<file path="src/cla_pkg.sv">
// ============================================================================
// cla_pkg: shared types and constants for the command line assembler
// Character codes, line end modes, register map and the result record.
// ============================================================================
package cla_pkg;

    // Control characters
    localparam logic [7:0] CH_NUL  = 8'h00;
    localparam logic [7:0] CH_BS   = 8'h08;
    localparam logic [7:0] CH_LF   = 8'h0A;
    localparam logic [7:0] CH_CR   = 8'h0D;
    localparam logic [7:0] CH_QUOT = 8'h22;
    localparam logic [7:0] CH_DEL  = 8'h7F;

    // Line end selection
    typedef enum logic [1:0] {
        TERM_NUL     = 2'd0,
        TERM_CR      = 2'd1,
        TERM_LF_DATA = 2'd2,
        TERM_CR_LF   = 2'd3
    } eol_sel_t;

    localparam eol_sel_t EOL_SEL_RESET = TERM_CR;

    // Register map: byte address 4*i, word index in paddr[2]
    localparam int         APB_ADDR_W  = 3;
    localparam logic       REG_EOL_SEL = 1'b0;

    // One result, last field in the lowest bits
    typedef struct packed {
        logic [8:0] line_length;
        logic       line_done;
        logic       dropped;
        logic [7:0] store_value;
        logic [7:0] store_index;
        logic       store_valid;
    } cla_result_t;

    localparam int RESULT_W = $bits(cla_result_t);

endpackage

</file>
<file path="src/cla_apb_regs.sv">
// ============================================================================
// cla_apb_regs: configuration register file
// APB slave holding the line end mode; zero wait states.
// ============================================================================
module cla_apb_regs (
    input  logic                                clk,
    input  logic                                rst_n,
    input  logic                                psel,
    input  logic                                penable,
    input  logic                                pwrite,
    input  logic [cla_pkg::APB_ADDR_W-1:0]      paddr,
    input  logic [31:0]                         pwdata,
    output logic [31:0]                         prdata,
    output logic                                pready,
    output cla_pkg::eol_sel_t                   eol_sel
);
    import cla_pkg::*;

    eol_sel_t   eol_sel_reg;
    eol_sel_t   eol_sel_next;
    logic       wr_en;
    logic       sel_eol;

    assign pready  = 1'b1;
    assign sel_eol = (paddr[2] == REG_EOL_SEL);
    assign wr_en   = psel && penable && pwrite && pready;

    always_comb
    begin
        eol_sel_next = eol_sel_reg;
        if (wr_en && sel_eol)
        begin
            eol_sel_next = eol_sel_t'(pwdata[1:0]);
        end
    end

    always_ff @(posedge clk or negedge rst_n)
    begin
        if (!rst_n)
        begin
            eol_sel_reg <= EOL_SEL_RESET;
        end
        else
        begin
            eol_sel_reg <= eol_sel_next;
        end
    end

    // Unmapped words read as zero
    assign prdata  = sel_eol ? {30'd0, eol_sel_reg} : 32'd0;
    assign eol_sel = eol_sel_reg;

endmodule

</file>
<file path="src/cla_out_buf.sv">
// ============================================================================
// cla_out_buf: two-entry result buffer
// Output register plus skid entry, so the input takes one more result under a stall.
// ============================================================================
module cla_out_buf (
    input  logic                  clk,
    input  logic                  rst_n,
    input  logic                  in_valid,
    output logic                  in_ready,
    input  cla_pkg::cla_result_t  in_data,
    output logic                  out_valid,
    input  logic                  out_ready,
    output cla_pkg::cla_result_t  out_data
);
    import cla_pkg::*;

    logic        out_valid_reg;
    logic        out_valid_next;
    cla_result_t out_data_reg;
    cla_result_t out_data_next;
    logic        skid_valid_reg;
    logic        skid_valid_next;
    cla_result_t skid_data_reg;
    cla_result_t skid_data_next;
    logic        in_fire;

    assign in_ready = !skid_valid_reg;
    assign in_fire  = in_valid && in_ready;

    always_comb
    begin
        out_valid_next  = out_valid_reg;
        out_data_next   = out_data_reg;
        skid_valid_next = skid_valid_reg;
        skid_data_next  = skid_data_reg;
        if (!out_valid_reg || out_ready)
        begin
            // Output slot frees up: refill from skid first, else from input
            if (skid_valid_reg)
            begin
                out_valid_next  = 1'b1;
                out_data_next   = skid_data_reg;
                skid_valid_next = 1'b0;
            end
            else
            begin
                out_valid_next = in_fire;
                out_data_next  = in_data;
            end
        end
        else if (in_fire)
        begin
            // Output held: park the new result
            skid_valid_next = 1'b1;
            skid_data_next  = in_data;
        end
    end

    always_ff @(posedge clk or negedge rst_n)
    begin
        if (!rst_n)
        begin
            out_valid_reg  <= 1'b0;
            skid_valid_reg <= 1'b0;
        end
        else
        begin
            out_valid_reg  <= out_valid_next;
            skid_valid_reg <= skid_valid_next;
        end
    end

    always_ff @(posedge clk)
    begin
        out_data_reg  <= out_data_next;
        skid_data_reg <= skid_data_next;
    end

    assign out_valid = out_valid_reg;
    assign out_data  = out_data_reg;

endmodule

</file>
<file path="src/command_line_assembler.sv">
// ============================================================================
// command_line_assembler: command line buffer with backspace and line end
// Assembles received bytes into a line buffer memory and reports line ends.
// ============================================================================
// Each accepted byte yields exactly one result on the master stream; a new
// byte is taken every cycle, and a two-entry output buffer keeps bytes flowing
// for one extra result while the master side stalls, then input waits. Printable
// and other bytes are written at the current line position; backspace (0x08)
// and DEL (0x7F) clear the previous slot and shorten the line, stopping at
// zero. A double quote toggles an in-quotes flag that masks line end
// detection. Past LINE_DEPTH bytes, input is dropped and flagged. The line end
// is chosen by the eol_sel register: NUL, CR, LF after a nonzero byte, or CR
// then LF; an LF at position zero never ends a line. On a line end the result
// carries the length including the terminator and the line restarts at zero.
// The last stored byte is kept in a register; after a backspace it is fetched
// from the buffer memory's registered read port in the same cycle the
// backspace is taken, so the lookback is ready for the very next byte. The
// buffer holds no reset value and needs no clearing pass: only slots below the
// current length are ever looked at.
// ============================================================================
module command_line_assembler #(
    parameter int LINE_DEPTH = 256
) (
    input  logic        clk,
    input  logic        rst_n,
    // Byte input
    input  logic        s_axis_tvalid,
    output logic        s_axis_tready,
    input  logic [7:0]  s_axis_tdata,   // [7:0] rx_byte
    // Result output
    output logic        m_axis_tvalid,
    input  logic        m_axis_tready,
    output logic [31:0] m_axis_tdata,   // [0] store_valid, [8:1] store_index,
                                        // [16:9] store_value, [17] dropped,
                                        // [18] line_done, [27:19] line_length,
                                        // [31:28] zero
    // Configuration
    input  logic        psel,
    input  logic        penable,
    input  logic        pwrite,
    input  logic [2:0]  paddr,
    input  logic [31:0] pwdata,
    output logic [31:0] prdata,
    output logic        pready
);
    import cla_pkg::*;

    localparam int AW = $clog2(LINE_DEPTH);
    localparam int CW = $clog2(LINE_DEPTH + 1);
    localparam logic [CW-1:0] DEPTH_C = CW'(LINE_DEPTH);

    // ------------------------------------------------------------------
    // Configuration registers
    // ------------------------------------------------------------------
    eol_sel_t eol_sel;

    cla_apb_regs u_regs (
        .clk       (clk),
        .rst_n     (rst_n),
        .psel      (psel),
        .penable   (penable),
        .pwrite    (pwrite),
        .paddr     (paddr),
        .pwdata    (pwdata),
        .prdata    (prdata),
        .pready    (pready),
        .eol_sel   (eol_sel)
    );

    // ------------------------------------------------------------------
    // Line state
    // ------------------------------------------------------------------
    logic [CW-1:0] count_reg;
    logic [CW-1:0] count_next;
    logic          quotes_reg;
    logic          quotes_next;
    logic [7:0]    prev_reg;          // last stored byte when not from memory
    logic [7:0]    prev_next;
    logic          prev_mem_reg;      // lookback sits in the memory read data
    logic          prev_mem_next;

    // Line buffer memory, one write and one read port
    logic [7:0]    line_mem [LINE_DEPTH];
    logic [7:0]    mem_rdata_reg;
    logic          mem_we;
    logic [AW-1:0] mem_waddr;
    logic [7:0]    mem_wdata;
    logic          mem_re;
    logic [AW-1:0] mem_raddr;

    // Step logic
    logic          in_fire;
    logic [7:0]    ch;
    logic          is_erase;
    logic          is_quote;
    logic          full;
    logic [CW-1:0] pos;
    logic [CW-1:0] count_step;
    logic          store;
    logic          has_prev;
    logic [7:0]    prev_byte;
    logic          term_hit;
    logic          done;
    cla_result_t   res;
    cla_result_t   out_res;
    logic          res_ready;

    assign in_fire  = s_axis_tvalid && s_axis_tready;
    assign ch       = s_axis_tdata;
    assign is_erase = (ch == CH_BS) || (ch == CH_DEL);
    assign is_quote = (ch == CH_QUOT);
    assign full     = (count_reg == DEPTH_C);

    always_comb
    begin
        // Erase steps back one slot, never below zero
        if (is_erase)
        begin
            pos        = (count_reg != '0) ? count_reg - CW'(1) : '0;
            count_step = pos;
        end
        else
        begin
            pos        = count_reg;
            count_step = full ? count_reg : count_reg + CW'(1);
        end
    end

    assign store       = is_erase || !full;
    assign quotes_next = in_fire ? (quotes_reg ^ (is_quote && !is_erase)) : quotes_reg;
    assign has_prev    = (pos != '0);
    assign prev_byte   = prev_mem_reg ? mem_rdata_reg : prev_reg;

    always_comb
    begin
        case (eol_sel)
            TERM_NUL:     term_hit = (ch == CH_NUL);
            TERM_CR:      term_hit = (ch == CH_CR);
            TERM_LF_DATA: term_hit = has_prev && (prev_byte != CH_NUL) && (ch == CH_LF);
            TERM_CR_LF:   term_hit = has_prev && (prev_byte == CH_CR) && (ch == CH_LF);
            default:      term_hit = 1'b0;
        endcase
    end

    // Dropped bytes skip line end detection
    assign done = store && !quotes_next && term_hit;

    always_comb
    begin
        res             = '0;
        res.store_valid = store;
        res.store_index = store ? 8'(pos) : 8'd0;
        res.store_value = (store && !is_erase) ? ch : 8'd0;
        res.dropped     = !store;
        res.line_done   = done;
        res.line_length = done ? 9'(count_step) : 9'd0;
    end

    // Memory accesses: write the slot, and after an erase fetch the new
    // last byte (two below the old count) for the next lookback
    assign mem_we    = in_fire && store;
    assign mem_waddr = AW'(pos);
    assign mem_wdata = res.store_value;
    assign mem_re    = in_fire && is_erase;
    assign mem_raddr = AW'(count_reg - CW'(2));

    always_comb
    begin
        count_next    = count_reg;
        prev_next     = prev_reg;
        prev_mem_next = prev_mem_reg;
        if (in_fire)
        begin
            count_next = done ? '0 : count_step;
            if (is_erase)
            begin
                prev_mem_next = 1'b1;
            end
            else if (store)
            begin
                // Forward the byte just written
                prev_next     = ch;
                prev_mem_next = 1'b0;
            end
        end
    end

    always_ff @(posedge clk or negedge rst_n)
    begin
        if (!rst_n)
        begin
            count_reg    <= '0;
            quotes_reg   <= 1'b0;
            prev_mem_reg <= 1'b0;
        end
        else
        begin
            count_reg    <= count_next;
            quotes_reg   <= quotes_next;
            prev_mem_reg <= prev_mem_next;
        end
    end

    always_ff @(posedge clk)
    begin
        prev_reg <= prev_next;
    end

    always_ff @(posedge clk)
    begin
        if (mem_we)
        begin
            line_mem[mem_waddr] <= mem_wdata;
        end
        if (mem_re)
        begin
            mem_rdata_reg <= line_mem[mem_raddr];
        end
    end

    // ------------------------------------------------------------------
    // Result buffer
    // ------------------------------------------------------------------
    cla_out_buf u_out (
        .clk       (clk),
        .rst_n     (rst_n),
        .in_valid  (s_axis_tvalid),
        .in_ready  (res_ready),
        .in_data   (res),
        .out_valid (m_axis_tvalid),
        .out_ready (m_axis_tready),
        .out_data  (out_res)
    );

    assign s_axis_tready = res_ready;
    assign m_axis_tdata  = {(32 - RESULT_W)'(0), out_res};

    // ------------------------------------------------------------------
    // Assertions
    // ------------------------------------------------------------------
    a_count_bound: assert property (@(posedge clk) disable iff (!rst_n)
        count_reg <= DEPTH_C)
        else $error("line count beyond buffer depth");

    a_drop_no_store: assert property (@(posedge clk) disable iff (!rst_n)
        m_axis_tvalid && out_res.dropped |-> !out_res.store_valid && !out_res.line_done)
        else $error("dropped byte reported as stored or ending a line");

    a_len_with_done: assert property (@(posedge clk) disable iff (!rst_n)
        m_axis_tvalid && !out_res.line_done |-> out_res.line_length == 9'd0)
        else $error("line length without line end");

    a_erase_lookback: assert property (@(posedge clk) disable iff (!rst_n)
        in_fire && is_erase |=> prev_mem_reg)
        else $error("erase did not switch lookback to memory");

    a_stall_only_full: assert property (@(posedge clk) disable iff (!rst_n)
        !s_axis_tready |-> m_axis_tvalid)
        else $error("input stalled with empty output");

endmodule
</file>
<file path="config.mk">
export PLATFORM = sky130hd
export DESIGN_NAME = command_line_assembler
export DESIGN_NICKNAME = d
export VERILOG_FILES = /design/src/cla_pkg.sv /design/src/cla_apb_regs.sv /design/src/cla_out_buf.sv /design/src/command_line_assembler.sv
export SDC_FILE = /design/constraint.sdc
export NUM_CORES = 2
export LEC_CHECK = 0
export ABC_CLOCK_PERIOD_IN_PS = 7050
export BUFFER_PORTS_ARGS = -buffer_cell sky130_fd_sc_hd__buf_4
export CORE_AREA = 2 2 369 371
export CTS_CLUSTER_DIAMETER = 100
export CTS_CLUSTER_SIZE = 16
export DETAILED_ROUTE_END_ITERATION = 8
export DIE_AREA = 0 0 371 373
export HOLD_SLACK_MARGIN = 0.05
export PLACE_DENSITY = 0.84
export REMOVE_ABC_BUFFERS = 1
export SETUP_SLACK_MARGIN = 0.02
export SLEW_MARGIN = 40
export SYNTH_ARGS = -nofsm -noshare
export SYNTH_HDL_FRONTEND = slang
export SYNTH_HIERARCHICAL = 1
export SYNTH_SLANG_ARGS = --single-unit
</file>
<file path="constraint.sdc">
create_clock -name clk -period 7.05 [get_ports clk]
set_input_delay 0 -clock clk [delete_from_list [all_inputs] [get_ports clk]]
set_output_delay 0 -clock clk [all_outputs]
set_load 0.005 [all_outputs]
</file>
==> impl_results.md <==
- Sequential area share after synthesis: 76.0%
- Final WL: 214000 um
- Worst-Margin Slew: 0.986 ns
- Largest net degree at the start of global routing: 161
- Seq pwr share: 42.3%
- Clk pin slew, worst setup/hold paths: 0.08 ns
- Die Height: 373 um
- Pwr/cell area: 378 mW/mm2
- Avg Synthesized Cell Area: 21.9 um2
- Fin. Hold Viols: 0
- Failing checks: design-rule violations
- Startpoint class of the critical path: register
- Clk_skew: 0.0284 ns
- Crit path DAT: 5.77 ns
- Status: finished, violations left
- Hold Crit Start: penable
- Die area: 0.138 mm2
- Total grt overflow: 0
- Syn. warnings: 6
- Setup TNS: 0 ns
- CTS buffer count: 151
- Antenna Nets Post-Route: 0
- Clock group share of total power: 23.4%
- Slew Limit Fails: 0
- F_max: 0.187 GHz
- Area Growth Syn to Fin: 8.16%
- GR Util All Layers: 31.0%
- Hold WS: 0.145 ns
- Maximum vdd drop: 0.318 mV
- Number of global-route vias before repair: 42.5k
- Core footprint: 0.135 mm2
- Filler cells: 7416
- 1st-iter DRT viols: 7608
- Async SR Flop Fraction: 0.703%
- Register Area: 0.0640 mm2
- Worst EP required: 7.46 ns
- Syn Std Cell Area: 0.0843 mm2
- Netlist cell types: 93
- Number of synthesized flops with an enable pin: 2120
- Vias: 42.4k
- I/O Buffers: 49
- Root buffer cell: clkbuf_16
- Part of the power in combinational logic: 34.3%
- Post-synth top flop: edfxtp_1
- Worst skew pair latency: 0.80 ns
- I/O Pins: 117
- Internal: 23.3 mW
- Layout cell share with drive strength beyond 1: 26.4%
- Slowest CP cell: nor2_1
- R2R Setup Slk: 1.70 ns
- #FFs+latches synth: 2135
- Crit. End Element: register
- Worst Reg2Reg Path Length in Cells: 9
- Critical Path, Cell by Cell: inv_1 -> ha_1 -> nor3b_1 -> nand2_1 -> mux2i_1 -> a21oi_1 -> nor2b_1 -> nand2_1 -> nor2_1
- Setup Buffers After CTS: 0
- Num Clock Sinks: 2135
- # Max-Cap Violations: 0
- Post-synth top area share: 75.5%
- Worst slew margin: 33.7%
- Post-DP HPWL: 112000 um
- # nets final: 3992
- Hold EP: u_regs/eol_sel[0]
- GPL Wtd Cong: 0.903
- Crit Reg-Reg Startpoint: count_reg[1]
- Largest fanout on the critical path: 42
- Hold Path Depth: 4
- CTS HTree Levels: 4
- Clock Path Buffers: 3
- Reg2reg end: line_mem[120][3]
- Largest area contributor in the netlist: edfxtp_1
- Largest register FFs: 2048
- Number of antenna violations at the first check in global routing: 5
- Worst min path class: primary input to register
- Fin util: 67.7%
- CTS tree: yes
- CP peak stage delay: 0.88 ns
- Cell with the most instances after synthesis: edfxtp_1
- RSZ-0062 raised after global routing: false
- Sw Pwr: 11.1 mW
- Crit path top cell by count: nand2_1
- Starting Density: 62.6%
- Multi-input gate area: 0.0191 mm2
- Synth Instances: 3847
- Wire length per cell: 37.3 um
- Die width: 371 um
- Final Setup Violations: 0
- DRC viols: 1
- Min Tclk post-route: 5.35 ns
- First-pass GRT wire length: 305000 um
- Vias/cell: 7.38
- Largest cells by area after synthesis: edfxtp_1 (76%), mux4_2 (16%), nor2_1 (1.3%), mux2i_1 (1.2%), buf_2 (0.61%)
- Pleak: 27.8 nW
- Row cnt: 135
- Switch share: 32.3%
- Initial DRT Pass Iterations: 9
- Synth cell count leaders: edfxtp_1 (2120), mux4_2 (592), nor2_1 (296)
- Critical path class: register to register
- Period utilisation layout: 75.9%
## final cells by class
cell class,instances,share of cell area [%]
sequential,2135,70.3
timing repair buffer,154,1.82
inverter,14,0.0577
multi-input combinational,1480,21.0
antenna,1,0.00275
clock buffer,172,4.37
tap,1781,2.44
clock inverter,3,0.0316
## per-layer routing
metal,GRT usage (%),part of all wire [%],vias up
li1,-,-,16100
met1,41.5,33,21600
met2,48.6,48,3960
met3,7.65,13,720
met4,14.9,5.7,8
met5,0,0.032,-
## what timing repair did
item                      in CTS  in global routing
hold endpoints to repair     414                 14
hold buffers                  28                  1
resized for setup              0                  0
## critical path, delay by kind of cell, from the launching register on
kind            cells  cell delay, ns
simple gates        5            2.60
flops               1            0.74
compound gates      1            0.66
fa+ha+maj           1            0.42
buf+inv             1            0.32
mux                 1            0.20
## kinds of logic (layout without fill, tap and decap cells)
group / after synthesis / count (layout) / synth area share (%)
other cells: 3 / 36 / 0.0134
mux: 723 / 723 / 17.4
fa+ha+maj: 6 / 6 / 0.0891
xor+xnor: 6 / 6 / 0.0713
buf+inv: 264 / 343 / 1.82
simple gates: 553 / 553 / 3.18
compound gates: 157 / 157 / 1.38
flops: 2135 / 2135 / 76.0
## cells in the final DEF, fill, tap and decap left out, types with 6 or more instances in the layout
master,instances
dfrtp_1,12
clkbuf_16,157
nor2b_1,10
or3b_2,8
or3_1,19
clkbuf_1,15
o31ai_4,6
mux2i_1,97
inv_1,10
mux2_2,31
nand2_1,45
and3_4,8
nand3_1,21
buf_12,25
or4_1,6
buf_4,89
nor2_2,55
nor3_1,31
o21ai_0,19
nor2_1,243
o22ai_1,58
nand2_2,6
nand2b_1,20
edfxtp_1,2120
nand2_4,11
a31oi_1,6
conb_1,35
nor4_1,14
a21oi_1,13
nor3b_1,12
mux4_2,592
dlygate4sd3_1,28
## how the worst max path moves through the flow
| stage | start | to | slack [ns] | cells after the start |
|---|---|---|---|---|
| finish | count_reg[1] | line_mem[120][3] | 1.70 | 9 |
| global route | count_reg[0] | line_mem[119][4] | 1.60 | 9 |
| CTS | count_reg[0] | line_mem[113][1] | 1.96 | 9 |
| detailed placement | count_reg[1] | line_mem[121][2] | 2.07 | 9 |
| global placement | count_reg[0] | line_mem[143][0] | 2.04 | 6 |
| floorplan | count_reg[0] | line_mem[0][0] | -20.87 | 4 |
## power groups by stage
| stage | Combinational (mW) | Sequential [mW] | Clock, mW |
|---|---|---|---|
| floorplan | 7.05 | 15.3 | 0 |
| global placement | 10.6 | 14.8 | 0 |
| detailed placement | 11.1 | 14.8 | 0 |
| CTS | 11.5 | 14.6 | 8.04 |
| global route | 12.1 | 14.6 | 8.41 |
| finish | 11.8 | 14.6 | 8.05 |
## stage by stage
stage / setup WS [ns] / instances / total power [mW] / cell area (um2)
2_1_floorplan: -20.87 / 3629 / 22.3 / 82900
3_3_place_gp: 2.04 / 5520 / 25.5 / 86300
3_5_place_dp: 2.07 / 5527 / 25.9 / 86500
4_1_cts: 1.96 / 5730 / 34.1 / 90800
5_1_grt: 1.60 / 5739 / 35.1 / 91100
6_report: 1.70 / 5740 / 34.4 / 91100
(Power assumes the default switching activity.)
